File: config.mk
export PLATFORM = sky130hd
export DESIGN_NAME = clock_page_replacement
export DESIGN_NICKNAME = d
export VERILOG_FILES = /design/src/cpr_pkg.sv /design/src/cpr_useq.sv /design/src/cpr_datapath.sv /design/src/clock_page_replacement.sv
export SDC_FILE = /design/constraint.sdc
export NUM_CORES = 1
export LEC_CHECK = 0
export BUFFER_PORTS_ARGS = -buffer_cell sky130_fd_sc_hd__buf_2
export CAP_MARGIN = 20
export CORE_UTILIZATION = 35
export CTS_BUF_LIST = sky130_fd_sc_hd__clkbuf_8
export DETAILED_ROUTE_END_ITERATION = 8
export PLACE_DENSITY_LB_ADDON = 0.05
export SLEW_MARGIN = 20
export SYNTH_ARGS = -nofsm -noshare
export SYNTH_HDL_FRONTEND = slang
export SYNTH_HIERARCHICAL = 1
export SYNTH_SLANG_ARGS = --single-unit
export TNS_END_PERCENT = 100
File: constraint.sdc
create_clock -name clk -period 7.6 [get_ports clk]
set_clock_uncertainty 0.2 [all_clocks]
set_input_delay 0.76 -clock clk [delete_from_list [all_inputs] [get_ports clk]]
set_output_delay 0.76 -clock clk [all_outputs]
set_load 0.1 [all_outputs]
File: src/cpr_pkg.sv
`timescale 1ns / 1ps

package cpr_pkg;

    // Table geometry
    localparam int FRAME_COUNT = 16;
    localparam int PAGE_W      = 16;
    localparam int IDX_W       = (FRAME_COUNT > 1) ? $clog2(FRAME_COUNT) : 1;
    localparam int CNT_W       = IDX_W + 1;

    // Port field widths
    localparam int PAGE_IN_W   = 16;
    localparam int CFG_W       = 5;
    localparam int FRAME_OUT_W = 4;
    localparam int FAULT_W     = 16;
    localparam int S_TDATA_W   = 16;
    localparam int M_TDATA_W   = 24;
    localparam logic [CFG_W-1:0] FRAMES_RESET = 5'd4;

    // Microcode addresses
    localparam int UA_W = 3;
    localparam logic [UA_W-1:0] UA_IDLE   = 3'd0;
    localparam logic [UA_W-1:0] UA_SEARCH = 3'd1;
    localparam logic [UA_W-1:0] UA_DECIDE = 3'd2;
    localparam logic [UA_W-1:0] UA_FAULT  = 3'd3;
    localparam logic [UA_W-1:0] UA_SWEEP  = 3'd4;
    localparam logic [UA_W-1:0] UA_EMIT   = 3'd5;

    // Datapath operations
    localparam logic [2:0] OP_NOP    = 3'd0;
    localparam logic [2:0] OP_LOAD   = 3'd1;
    localparam logic [2:0] OP_SEARCH = 3'd2;
    localparam logic [2:0] OP_FAULT  = 3'd3;
    localparam logic [2:0] OP_SWEEP  = 3'd4;
    localparam logic [2:0] OP_EMIT   = 3'd5;

    // Jump conditions
    localparam logic [2:0] COND_ALWAYS   = 3'd0;
    localparam logic [2:0] COND_ACCEPT   = 3'd1;
    localparam logic [2:0] COND_SRCH_END = 3'd2;
    localparam logic [2:0] COND_HIT      = 3'd3;
    localparam logic [2:0] COND_REF_CLR  = 3'd4;
    localparam logic [2:0] COND_OUT_FREE = 3'd5;

    // One control word: op for the datapath, jump if cond, else stay or step on
    typedef struct packed {
        logic [2:0]      op;
        logic [2:0]      cond;
        logic [UA_W-1:0] target;
        logic            stay;
    } uword_t;

    // Status flags back to the sequencer
    typedef struct packed {
        logic accept;
        logic srch_end;
        logic hit;
        logic ref_clr;
        logic out_free;
    } dp_stat_t;

    // Control store
    function automatic uword_t ucode_rom(input logic [UA_W-1:0] ua);
        uword_t w;
        case (ua)
            UA_IDLE:   w = '{op: OP_LOAD,   cond: COND_ACCEPT,   target: UA_SEARCH, stay: 1'b1};
            UA_SEARCH: w = '{op: OP_SEARCH, cond: COND_SRCH_END, target: UA_DECIDE, stay: 1'b1};
            UA_DECIDE: w = '{op: OP_NOP,    cond: COND_HIT,      target: UA_EMIT,   stay: 1'b0};
            UA_FAULT:  w = '{op: OP_FAULT,  cond: COND_ALWAYS,   target: UA_SWEEP,  stay: 1'b0};
            UA_SWEEP:  w = '{op: OP_SWEEP,  cond: COND_REF_CLR,  target: UA_EMIT,   stay: 1'b1};
            UA_EMIT:   w = '{op: OP_EMIT,   cond: COND_OUT_FREE, target: UA_IDLE,   stay: 1'b1};
            default:   w = '{op: OP_NOP,    cond: COND_ALWAYS,   target: UA_IDLE,   stay: 1'b0};
        endcase
        return w;
    endfunction

endpackage

File: src/cpr_useq.sv
`timescale 1ns / 1ps

module cpr_useq
(
    input  logic              clk,
    input  logic              rst_n,
    input  cpr_pkg::dp_stat_t stat,
    output cpr_pkg::uword_t   uword
);

    logic [cpr_pkg::UA_W-1:0] upc_reg;
    logic [cpr_pkg::UA_W-1:0] upc_next;
    logic                     cond_true;

    assign uword = cpr_pkg::ucode_rom(upc_reg);

    // Condition select
    always_comb
    begin
        case (uword.cond)
            cpr_pkg::COND_ALWAYS:   cond_true = 1'b1;
            cpr_pkg::COND_ACCEPT:   cond_true = stat.accept;
            cpr_pkg::COND_SRCH_END: cond_true = stat.srch_end;
            cpr_pkg::COND_HIT:      cond_true = stat.hit;
            cpr_pkg::COND_REF_CLR:  cond_true = stat.ref_clr;
            cpr_pkg::COND_OUT_FREE: cond_true = stat.out_free;
            default:                cond_true = 1'b0;
        endcase
    end

    // Next step: jump, hold, or fall through
    always_comb
    begin
        if (cond_true)
            upc_next = uword.target;
        else if (uword.stay)
            upc_next = upc_reg;
        else
            upc_next = upc_reg + 1'b1;
    end

    always_ff @(posedge clk or negedge rst_n)
    begin
        if (!rst_n)
            upc_reg <= cpr_pkg::UA_IDLE;
        else
            upc_reg <= upc_next;
    end

endmodule

File: src/cpr_datapath.sv
`timescale 1ns / 1ps

module cpr_datapath
(
    input  logic                            clk,
    input  logic                            rst_n,
    input  cpr_pkg::uword_t                 uword,
    output cpr_pkg::dp_stat_t               stat,
    input  logic                            cfg_we,
    input  logic [cpr_pkg::CFG_W-1:0]       cfg_wdata,
    input  logic                            in_valid,
    input  logic [cpr_pkg::PAGE_IN_W-1:0]   in_page,
    input  logic                            in_eos,
    output logic                            out_valid,
    input  logic                            out_ready,
    output logic                            out_hit,
    output logic [cpr_pkg::FRAME_OUT_W-1:0] out_frame,
    output logic [cpr_pkg::FAULT_W-1:0]     out_faults
);

    localparam int FC = cpr_pkg::FRAME_COUNT;
    localparam int IW = cpr_pkg::IDX_W;
    localparam int CW = cpr_pkg::CNT_W;
    localparam int PW = cpr_pkg::PAGE_W;

    // Page store, undefined until written
    logic [PW-1:0] page_mem [FC];

    logic [cpr_pkg::CFG_W-1:0]       frames_reg;
    logic [FC-1:0]                   valid_reg, valid_next;
    logic [FC-1:0]                   refd_reg, refd_next;
    logic [IW-1:0]                   hand_reg, hand_next;
    logic [IW-1:0]                   idx_reg, idx_next;
    logic [IW-1:0]                   slot_reg, slot_next;
    logic [PW-1:0]                   pg_reg, pg_next;
    logic                            eos_reg, eos_next;
    logic                            hit_reg, hit_next;
    logic [cpr_pkg::FAULT_W-1:0]     faults_reg, faults_next;
    logic                            out_valid_reg, out_valid_next;
    logic                            out_hit_reg, out_hit_next;
    logic [cpr_pkg::FRAME_OUT_W-1:0] out_frame_reg, out_frame_next;
    logic [cpr_pkg::FAULT_W-1:0]     out_faults_reg, out_faults_next;

    logic [CW-1:0] cnt;
    logic [IW-1:0] hand_wrap;
    logic          match;
    logic          last;
    logic          accept;
    logic          out_free;
    logic          mem_we;

    // Effective frame count, clamped to 1..FRAME_COUNT
    always_comb
    begin
        if (frames_reg == '0)
            cnt = CW'(1);
        else if (int'(frames_reg) > FC)
            cnt = CW'(FC);
        else
            cnt = CW'(frames_reg);
    end

    assign hand_wrap = (({1'b0, hand_reg} + 1'b1) == cnt) ? '0 : hand_reg + 1'b1;
    assign match     = valid_reg[idx_reg] && (page_mem[idx_reg] == pg_reg);
    assign last      = ({1'b0, idx_reg} == (cnt - 1'b1));
    assign accept    = in_valid && (uword.op == cpr_pkg::OP_LOAD);
    assign out_free  = !out_valid_reg || out_ready;

    assign stat.accept   = accept;
    assign stat.srch_end = match || last;
    assign stat.hit      = hit_reg;
    assign stat.ref_clr  = !refd_reg[hand_reg];
    assign stat.out_free = out_free;

    // Operation decode
    always_comb
    begin
        valid_next      = valid_reg;
        refd_next       = refd_reg;
        hand_next       = hand_reg;
        idx_next        = idx_reg;
        slot_next       = slot_reg;
        pg_next         = pg_reg;
        eos_next        = eos_reg;
        hit_next        = hit_reg;
        faults_next     = faults_reg;
        out_hit_next    = out_hit_reg;
        out_frame_next  = out_frame_reg;
        out_faults_next = out_faults_reg;
        out_valid_next  = out_ready ? 1'b0 : out_valid_reg;
        mem_we          = 1'b0;
        case (uword.op)
            cpr_pkg::OP_LOAD:
            begin
                if (accept)
                begin
                    pg_next  = in_page[PW-1:0];
                    eos_next = in_eos;
                    hit_next = 1'b0;
                    idx_next = '0;
                    if ({1'b0, hand_reg} >= cnt)
                        hand_next = '0;
                end
            end
            cpr_pkg::OP_SEARCH:
            begin
                if (match)
                begin
                    hit_next           = 1'b1;
                    slot_next          = idx_reg;
                    refd_next[idx_reg] = 1'b1;
                end
                else
                begin
                    idx_next = idx_reg + 1'b1;
                end
            end
            cpr_pkg::OP_FAULT:
            begin
                if (faults_reg != '1)
                    faults_next = faults_reg + 1'b1;
            end
            cpr_pkg::OP_SWEEP:
            begin
                // second chance: clear and pass, or take the frame
                hand_next = hand_wrap;
                if (refd_reg[hand_reg])
                begin
                    refd_next[hand_reg] = 1'b0;
                end
                else
                begin
                    mem_we               = 1'b1;
                    valid_next[hand_reg] = 1'b1;
                    refd_next[hand_reg]  = 1'b1;
                    slot_next            = hand_reg;
                end
            end
            cpr_pkg::OP_EMIT:
            begin
                if (out_free)
                begin
                    out_valid_next  = 1'b1;
                    out_hit_next    = hit_reg;
                    out_frame_next  = cpr_pkg::FRAME_OUT_W'(slot_reg);
                    out_faults_next = faults_reg;
                    if (eos_reg)
                    begin
                        valid_next  = '0;
                        refd_next   = '0;
                        hand_next   = '0;
                        faults_next = '0;
                    end
                end
            end
            default:
            begin
            end
        endcase
    end

    // Page store write
    always_ff @(posedge clk)
    begin
        if (mem_we)
            page_mem[hand_reg] <= pg_reg;
    end

    // Control and table state
    always_ff @(posedge clk or negedge rst_n)
    begin
        if (!rst_n)
        begin
            frames_reg    <= cpr_pkg::FRAMES_RESET;
            valid_reg     <= '0;
            refd_reg      <= '0;
            hand_reg      <= '0;
            faults_reg    <= '0;
            out_valid_reg <= 1'b0;
        end
        else
        begin
            if (cfg_we)
                frames_reg <= cfg_wdata;
            valid_reg     <= valid_next;
            refd_reg      <= refd_next;
            hand_reg      <= hand_next;
            faults_reg    <= faults_next;
            out_valid_reg <= out_valid_next;
        end
    end

    // Working and result words
    always_ff @(posedge clk)
    begin
        idx_reg        <= idx_next;
        slot_reg       <= slot_next;
        pg_reg         <= pg_next;
        eos_reg        <= eos_next;
        hit_reg        <= hit_next;
        out_hit_reg    <= out_hit_next;
        out_frame_reg  <= out_frame_next;
        out_faults_reg <= out_faults_next;
    end

    assign out_valid  = out_valid_reg;
    assign out_hit    = out_hit_reg;
    assign out_frame  = out_frame_reg;
    assign out_faults = out_faults_reg;

endmodule

File: src/clock_page_replacement.sv
`timescale 1ns / 1ps

// Channel     Dir  Handshake          Payload
// s_axis      in   s_tvalid/s_tready  tdata: page_number; tuser: end_of_sequence
// m_axis      out  m_tvalid/m_tready  tdata: frame_index, fault_count; tuser: hit
// cfg         in   cfg_we             cfg_wdata: frames_in_use
//
// One word at a time. A hit at frame k searches frames 0..k, then decodes
// and issues; a miss searches all n frames in use, decodes, counts a fault,
// sweeps the clock hand until it takes a frame, and issues. The microcode
// loop visits one frame per cycle. No clearing pass after reset. The result
// sits in an output register, so the next word is taken while the last
// result waits for m_tready.

module clock_page_replacement
(
    input  logic                            clk,
    input  logic                            rst_n,
    input  logic                            s_tvalid,
    output logic                            s_tready,
    input  logic [cpr_pkg::S_TDATA_W-1:0]   s_tdata,   // [15:0] page_number
    input  logic [0:0]                      s_tuser,   // [0] end_of_sequence
    output logic                            m_tvalid,
    input  logic                            m_tready,
    output logic [cpr_pkg::M_TDATA_W-1:0]   m_tdata,   // [3:0] frame_index, [19:4] fault_count
    output logic [0:0]                      m_tuser,   // [0] hit
    input  logic                            cfg_we,
    input  logic [cpr_pkg::CFG_W-1:0]       cfg_wdata
);

    cpr_pkg::uword_t                 uword;
    cpr_pkg::dp_stat_t               stat;
    logic                            out_hit;
    logic [cpr_pkg::FRAME_OUT_W-1:0] out_frame;
    logic [cpr_pkg::FAULT_W-1:0]     out_faults;

    // Microcode sequencer
    cpr_useq u_useq
    (
        .clk   (clk),
        .rst_n (rst_n),
        .stat  (stat),
        .uword (uword)
    );

    // Frame table and result datapath
    cpr_datapath u_dp
    (
        .clk        (clk),
        .rst_n      (rst_n),
        .uword      (uword),
        .stat       (stat),
        .cfg_we     (cfg_we),
        .cfg_wdata  (cfg_wdata),
        .in_valid   (s_tvalid),
        .in_page    (s_tdata),
        .in_eos     (s_tuser[0]),
        .out_valid  (m_tvalid),
        .out_ready  (m_tready),
        .out_hit    (out_hit),
        .out_frame  (out_frame),
        .out_faults (out_faults)
    );

    assign s_tready = (uword.op == cpr_pkg::OP_LOAD);
    assign m_tuser  = out_hit;
    assign m_tdata  = {
        {(cpr_pkg::M_TDATA_W - cpr_pkg::FAULT_W - cpr_pkg::FRAME_OUT_W){1'b0}},
        out_faults,
        out_frame
    };

endmodule
# Word-level counts from Yosys, hierarchy flattened
# Memory sizes are Yosys's and may differ from the RTL's. A register that Yosys moved wholly into a read port is not among the register bits.
# Index checks and enable logic that the tools add are counted.
[word_totals]
reg_bits = 108
mem_bits_rw = 256
in_bits = 27
out_inout_bits = 27
memories = 1
[op_classes]
n_addsub = 6
magnitude_cmp = 6
n_eq_ne = 28
muxes = 46
bitwise = 5
reduce_logical = 26
[mem_list]
columns = ["memory", "depth", "width", "rd", "rd_clocked_by_memory_dff", "wr", "line_no", "rtl"]
rows = [
  ["u_dp.page_mem", 16, 16, 1, 1, 1, "cpr_datapath.sv:27", "logic [PW-1:0] page_mem [FC];"],
]
[op_table]
columns = ["op", "count"]
rows = [
  ["16-bit two-way mux", 6],
  ["16-bit one-hot mux with 2 select lines", 2],
  ["10-bit one-hot mux with 6 select lines", 1],
  ["16-bit OR", 3],
  ["16-bit one-hot mux with 3 select lines", 1],
  ["4-bit two-way mux", 10],
  ["3-bit by 2-bit == test with 1-bit output, second input constant", 6],
  ["3-bit == test, second input constant", 6],
  ["16-bit by 1-bit adder with 16-bit output, second input constant", 1],
  ["16-bit AND", 1],
  ["16-bit == test", 1],
  ["16-bit inequality test, second input constant", 1],
  ["16-bit NOT", 1],
  ["4-bit one-hot mux with 2 select lines", 2],
  ["1-bit two-way mux", 13],
  ["2-bit by 1-bit inequality test with 1-bit output, second input constant", 6],
  ["4-bit one-hot mux with 3 select lines", 1],
  ["4-bit AND reduction", 3],
  ["4-bit by 5-bit less-than comparator with 1-bit output, second input constant", 2],
  ["5-bit two-way mux", 2],
  ["3-bit by 1-bit == test with 1-bit output, second input constant", 3],
  ["3-bit AND reduction", 3],
  ["4-bit by 1-bit adder with 4-bit output, second input constant", 2],
  ["1-bit binary-select mux with 4-bit select", 2],
  ["other kinds (22)", 38],
]

# Depth between registers and ports, before layout
[depth]
depth_word = 8
ltp_mapped = 14

# By module
# The synthesis kept the hierarchy.
[modules_own_cells]
columns = ["module", "instances", "cells_per_inst", "area_per_inst_um2", "seq_area_each_um2"]
rows = [
  ["cpr_datapath", 1, 960, 15533.6, 10631.4],
  ["cpr_useq", 1, 53, 407.9, 75.1],
  ["clock_page_replacement", 1, 6, 46.3, 0.0],
]

# Least setup slack after synthesis
# Ideal clock, no wire load.
[synth_path]
path_kind = "register to output"
from = "register u_useq/upc_reg[1] in the netlist's numbering"
to = "output s_tready"
t_arrival_ns = 2.438
slack_ns = 4.202
stages_incl_launch_ff = 6
path_cell_list = "dfrtp_1 -> inv_1 -> ha_1 -> nor2_1 -> o21ai_0 -> nor3b_2"
[synth_rtl]
columns = ["element", "line_no", "rtl"]
rows = [
  ["start, declared", "cpr_useq.sv:11", "logic [cpr_pkg::UA_W-1:0] upc_reg;"],
  ["start signal, assigned", "cpr_useq.sv:45", "upc_reg <= cpr_pkg::UA_IDLE;"],
  ["start signal, assigned", "cpr_useq.sv:47", "upc_reg <= upc_next;"],
  ["end, declared", "clock_page_replacement.sv:20", "output logic s_tready,"],
]

==> flow_metrics.env <==
export IMPL_drcViolationCount=0
export IMPL_crit_type="reg2reg"
export IMPL_use_met2_pct=27.8
export IMPL_die_area_um2=46500
export IMPL_drv_cap=0
export IMPL_globalRoute_busiestLayer="met2"
export IMPL_rows=77
export IMPL_grt_pass1_wl_mm=61.2
export IMPL_met3_usage_pct=3.59
export IMPL_port_buffers=49
export IMPL_cts_htree_levels=3
export IMPL_place_inst=1626
export IMPL_postCtsResizedCells=0
export IMPL_largest_reg_flops=256
export IMPL_drt_total_wl_mm=40.6
export IMPL_num_fill_cells=4149
export IMPL_cp_end_kind="flop"
export IMPL_crit_top_cell="nor2b_1"
export IMPL_cp_slowest_cell="and3_1"
export IMPL_path_cells="ha_1, ha_1, nor2_1, o2bb2ai_1, nor2b_1, nor2b_1, nor2b_1, and3_1, buf_4"
export IMPL_clockBufferDepth=3
export IMPL_grt_max_degree=62
export IMPL_coreArea_um2=44600
export IMPL_fin_setup_tns_ns=0
export IMPL_utilization_pct=40.5
export IMPL_grt_pass1_vias=9459
export IMPL_drt_first_pass_iters=4
export IMPL_max_freq_mhz=219
export IMPL_worstRegToRegCells=9
export IMPL_grt_use_met1_pct=25.1
export IMPL_clkTransAtPathRegs_ns=0.06
export IMPL_yosysWarningCount=6
export IMPL_max_vdd_ir_drop_mv=0.201
export IMPL_cp_start_kind="flop"
export IMPL_grt_use_total_pct=17.9
export IMPL_syn_avg_cell_area_um2=15.8
export IMPL_setup_violations=0
export IMPL_finalCritPeriodShare_pct=59.9
export IMPL_cts_buffers=67
export IMPL_cp_max_fo=17
export IMPL_antennaDiodeCount=0
export IMPL_vias=8964
export IMPL_status="finished, final reports clean"
export IMPL_drtIter0Drc=684
export IMPL_layout_nets=1149
export IMPL_slew_violations=0
export IMPL_hpwl_mm=24.2
export IMPL_p_total_mw=6.55
export IMPL_fin_crit_ns=4.56
export IMPL_antenna_left=0
export IMPL_syn_cell_area_um2=16000
export IMPL_grt_antenna_before_repair=0
export IMPL_wl_per_cell_um=23.2
export IMPL_hold_viol=0
export IMPL_clkSinkCount=368
export IMPL_p_per_area_nw_per_um2=362
export IMPL_rsz0062_at_grt="no"
export IMPL_hold_class="in2reg"
export IMPL_gp_congestion=0.748
export IMPL_grt_ovfl_total=0
export IMPL_cts_tree="built"
export IMPL_postSynthCellCount=1013
export IMPL_initial_utilization_pct=35.8
export IMPL_p_leak_nw=6.60
export IMPL_die_height_um=216
export IMPL_cp_data_arrival_time_ns=4.65
export IMPL_syn_to_final_growth_pct=13.2
export IMPL_vias_per_cell=5.13
export IMPL_stdcell_count=1747
export IMPL_required_ns=7.70
export IMPL_cpPeakStageDelay_ns=0.80
export IMPL_worstMarginPinSlew_ns=0.864
export IMPL_num_io_pins=54
export IMPL_drive_gt1_share_pct=21.7
export IMPL_regMostFlops="u_dp/page_mem"
export IMPL_holdPathStages=1
export IMPL_clk_latency_ns=0.64
export IMPL_relSlewSlack_pct=41.9
export IMPL_holdBufCountCts=0
export IMPL_cts_setup_buffers=0
export IMPL_cts_root_buffer="clkbuf_8"
export IMPL_dieWidth_um=216
==> worst max-delay path, delay by kind of cell, from the launching register on <==
kind,cells,cell delay (ns)
AND/OR/NAND/NOR,5,2.54
flip-flops,1,0.47
adder cells (fa/ha/maj),2,0.45
buffers and inverters,1,0.39
AO/OA/AOI/OAI,1,0.18
==> worst paths after layout <==
kind / slack [ns] / endpoint / startpoint
hold reg to reg: 0.25 / u_dp/out_frame[3] / u_dp/slot_reg[3]
hold / removal: 0.10 / u_dp/pg_reg[1] / s_tdata[1]
setup / recovery: 3.04 / u_dp/page_mem[3][9] / u_useq/upc_reg[0]
min in group asynchronous: 0.11 / u_dp/hand_reg[2] / rst_n
setup reg to reg: 3.04 / u_dp/page_mem[3][9] / u_useq/upc_reg[0]
max in group asynchronous: 6.47 / u_dp/faults_reg[10] / rst_n
==> cell type report <==
class	instances	area, um^2	area share, %
clock inverter	54	332	1.84
tap	592	741	4.10
sequential	368	10700	59.3
multi-input combinational	573	4850	26.8
clock buffer	67	922	5.11
inverter	19	71.3	0.395
timing repair buffer	74	433	2.40
==> stage by stage <==
stage / hold slack, ns / instance area, um^2 / setup slack (ns)
floorplan: 0.200 / 16000 / 4.24
global placement: 0.244 / 16800 / 2.92
detailed placement: 0.215 / 16800 / 3.03
CTS: 0.0341 / 18100 / 3.01
global route: 0.0528 / 18100 / 2.67
finish: 0.101 / 18100 / 3.04
==> cells in the final DEF, fill, tap and decap left out, drive strengths merged, types with 4 or more instances in the layout <==
cell type  instances
a22o               9
and4b              5
xnor2             13
a21oi             26
mux2              20
o21a              13
nor2              53
a211oi             7
nor2b             19
edfxtp           303
o21ai             38
dfrtp             60
nand4             15
a22oi              4
or3                9
a21o               4
mux4              50
and2               5
xor2              24
clkbuf            67
and3              24
inv               45
nor4               6
a41o               4
nand2b            21
mux2i             48
a31oi              5
buf               74
ha                19
o22ai              6
conb               4
dfxtp              4
nand2             45
a31o              14
and4               4
clkinv            23
nor3               6
nand3             12
==> power by group <==
group	switching [mW]	leakage (nW)	total, mW	internal, mW
logic	1.13	2.32	1.93	0.804
registers	0.348	3.56	2.83	2.48
clock network	0.848	0.717	1.78	0.935
==> layer usage <==
metal | up-vias | share of wire, %
li1 | 4131 | -
met1 | 4604 | 48
met2 | 153 | 46
met3 | 76 | 3.5
met4 | 0 | 2.7
met5 | - | 0
Power figures use the tool's default switching activity.
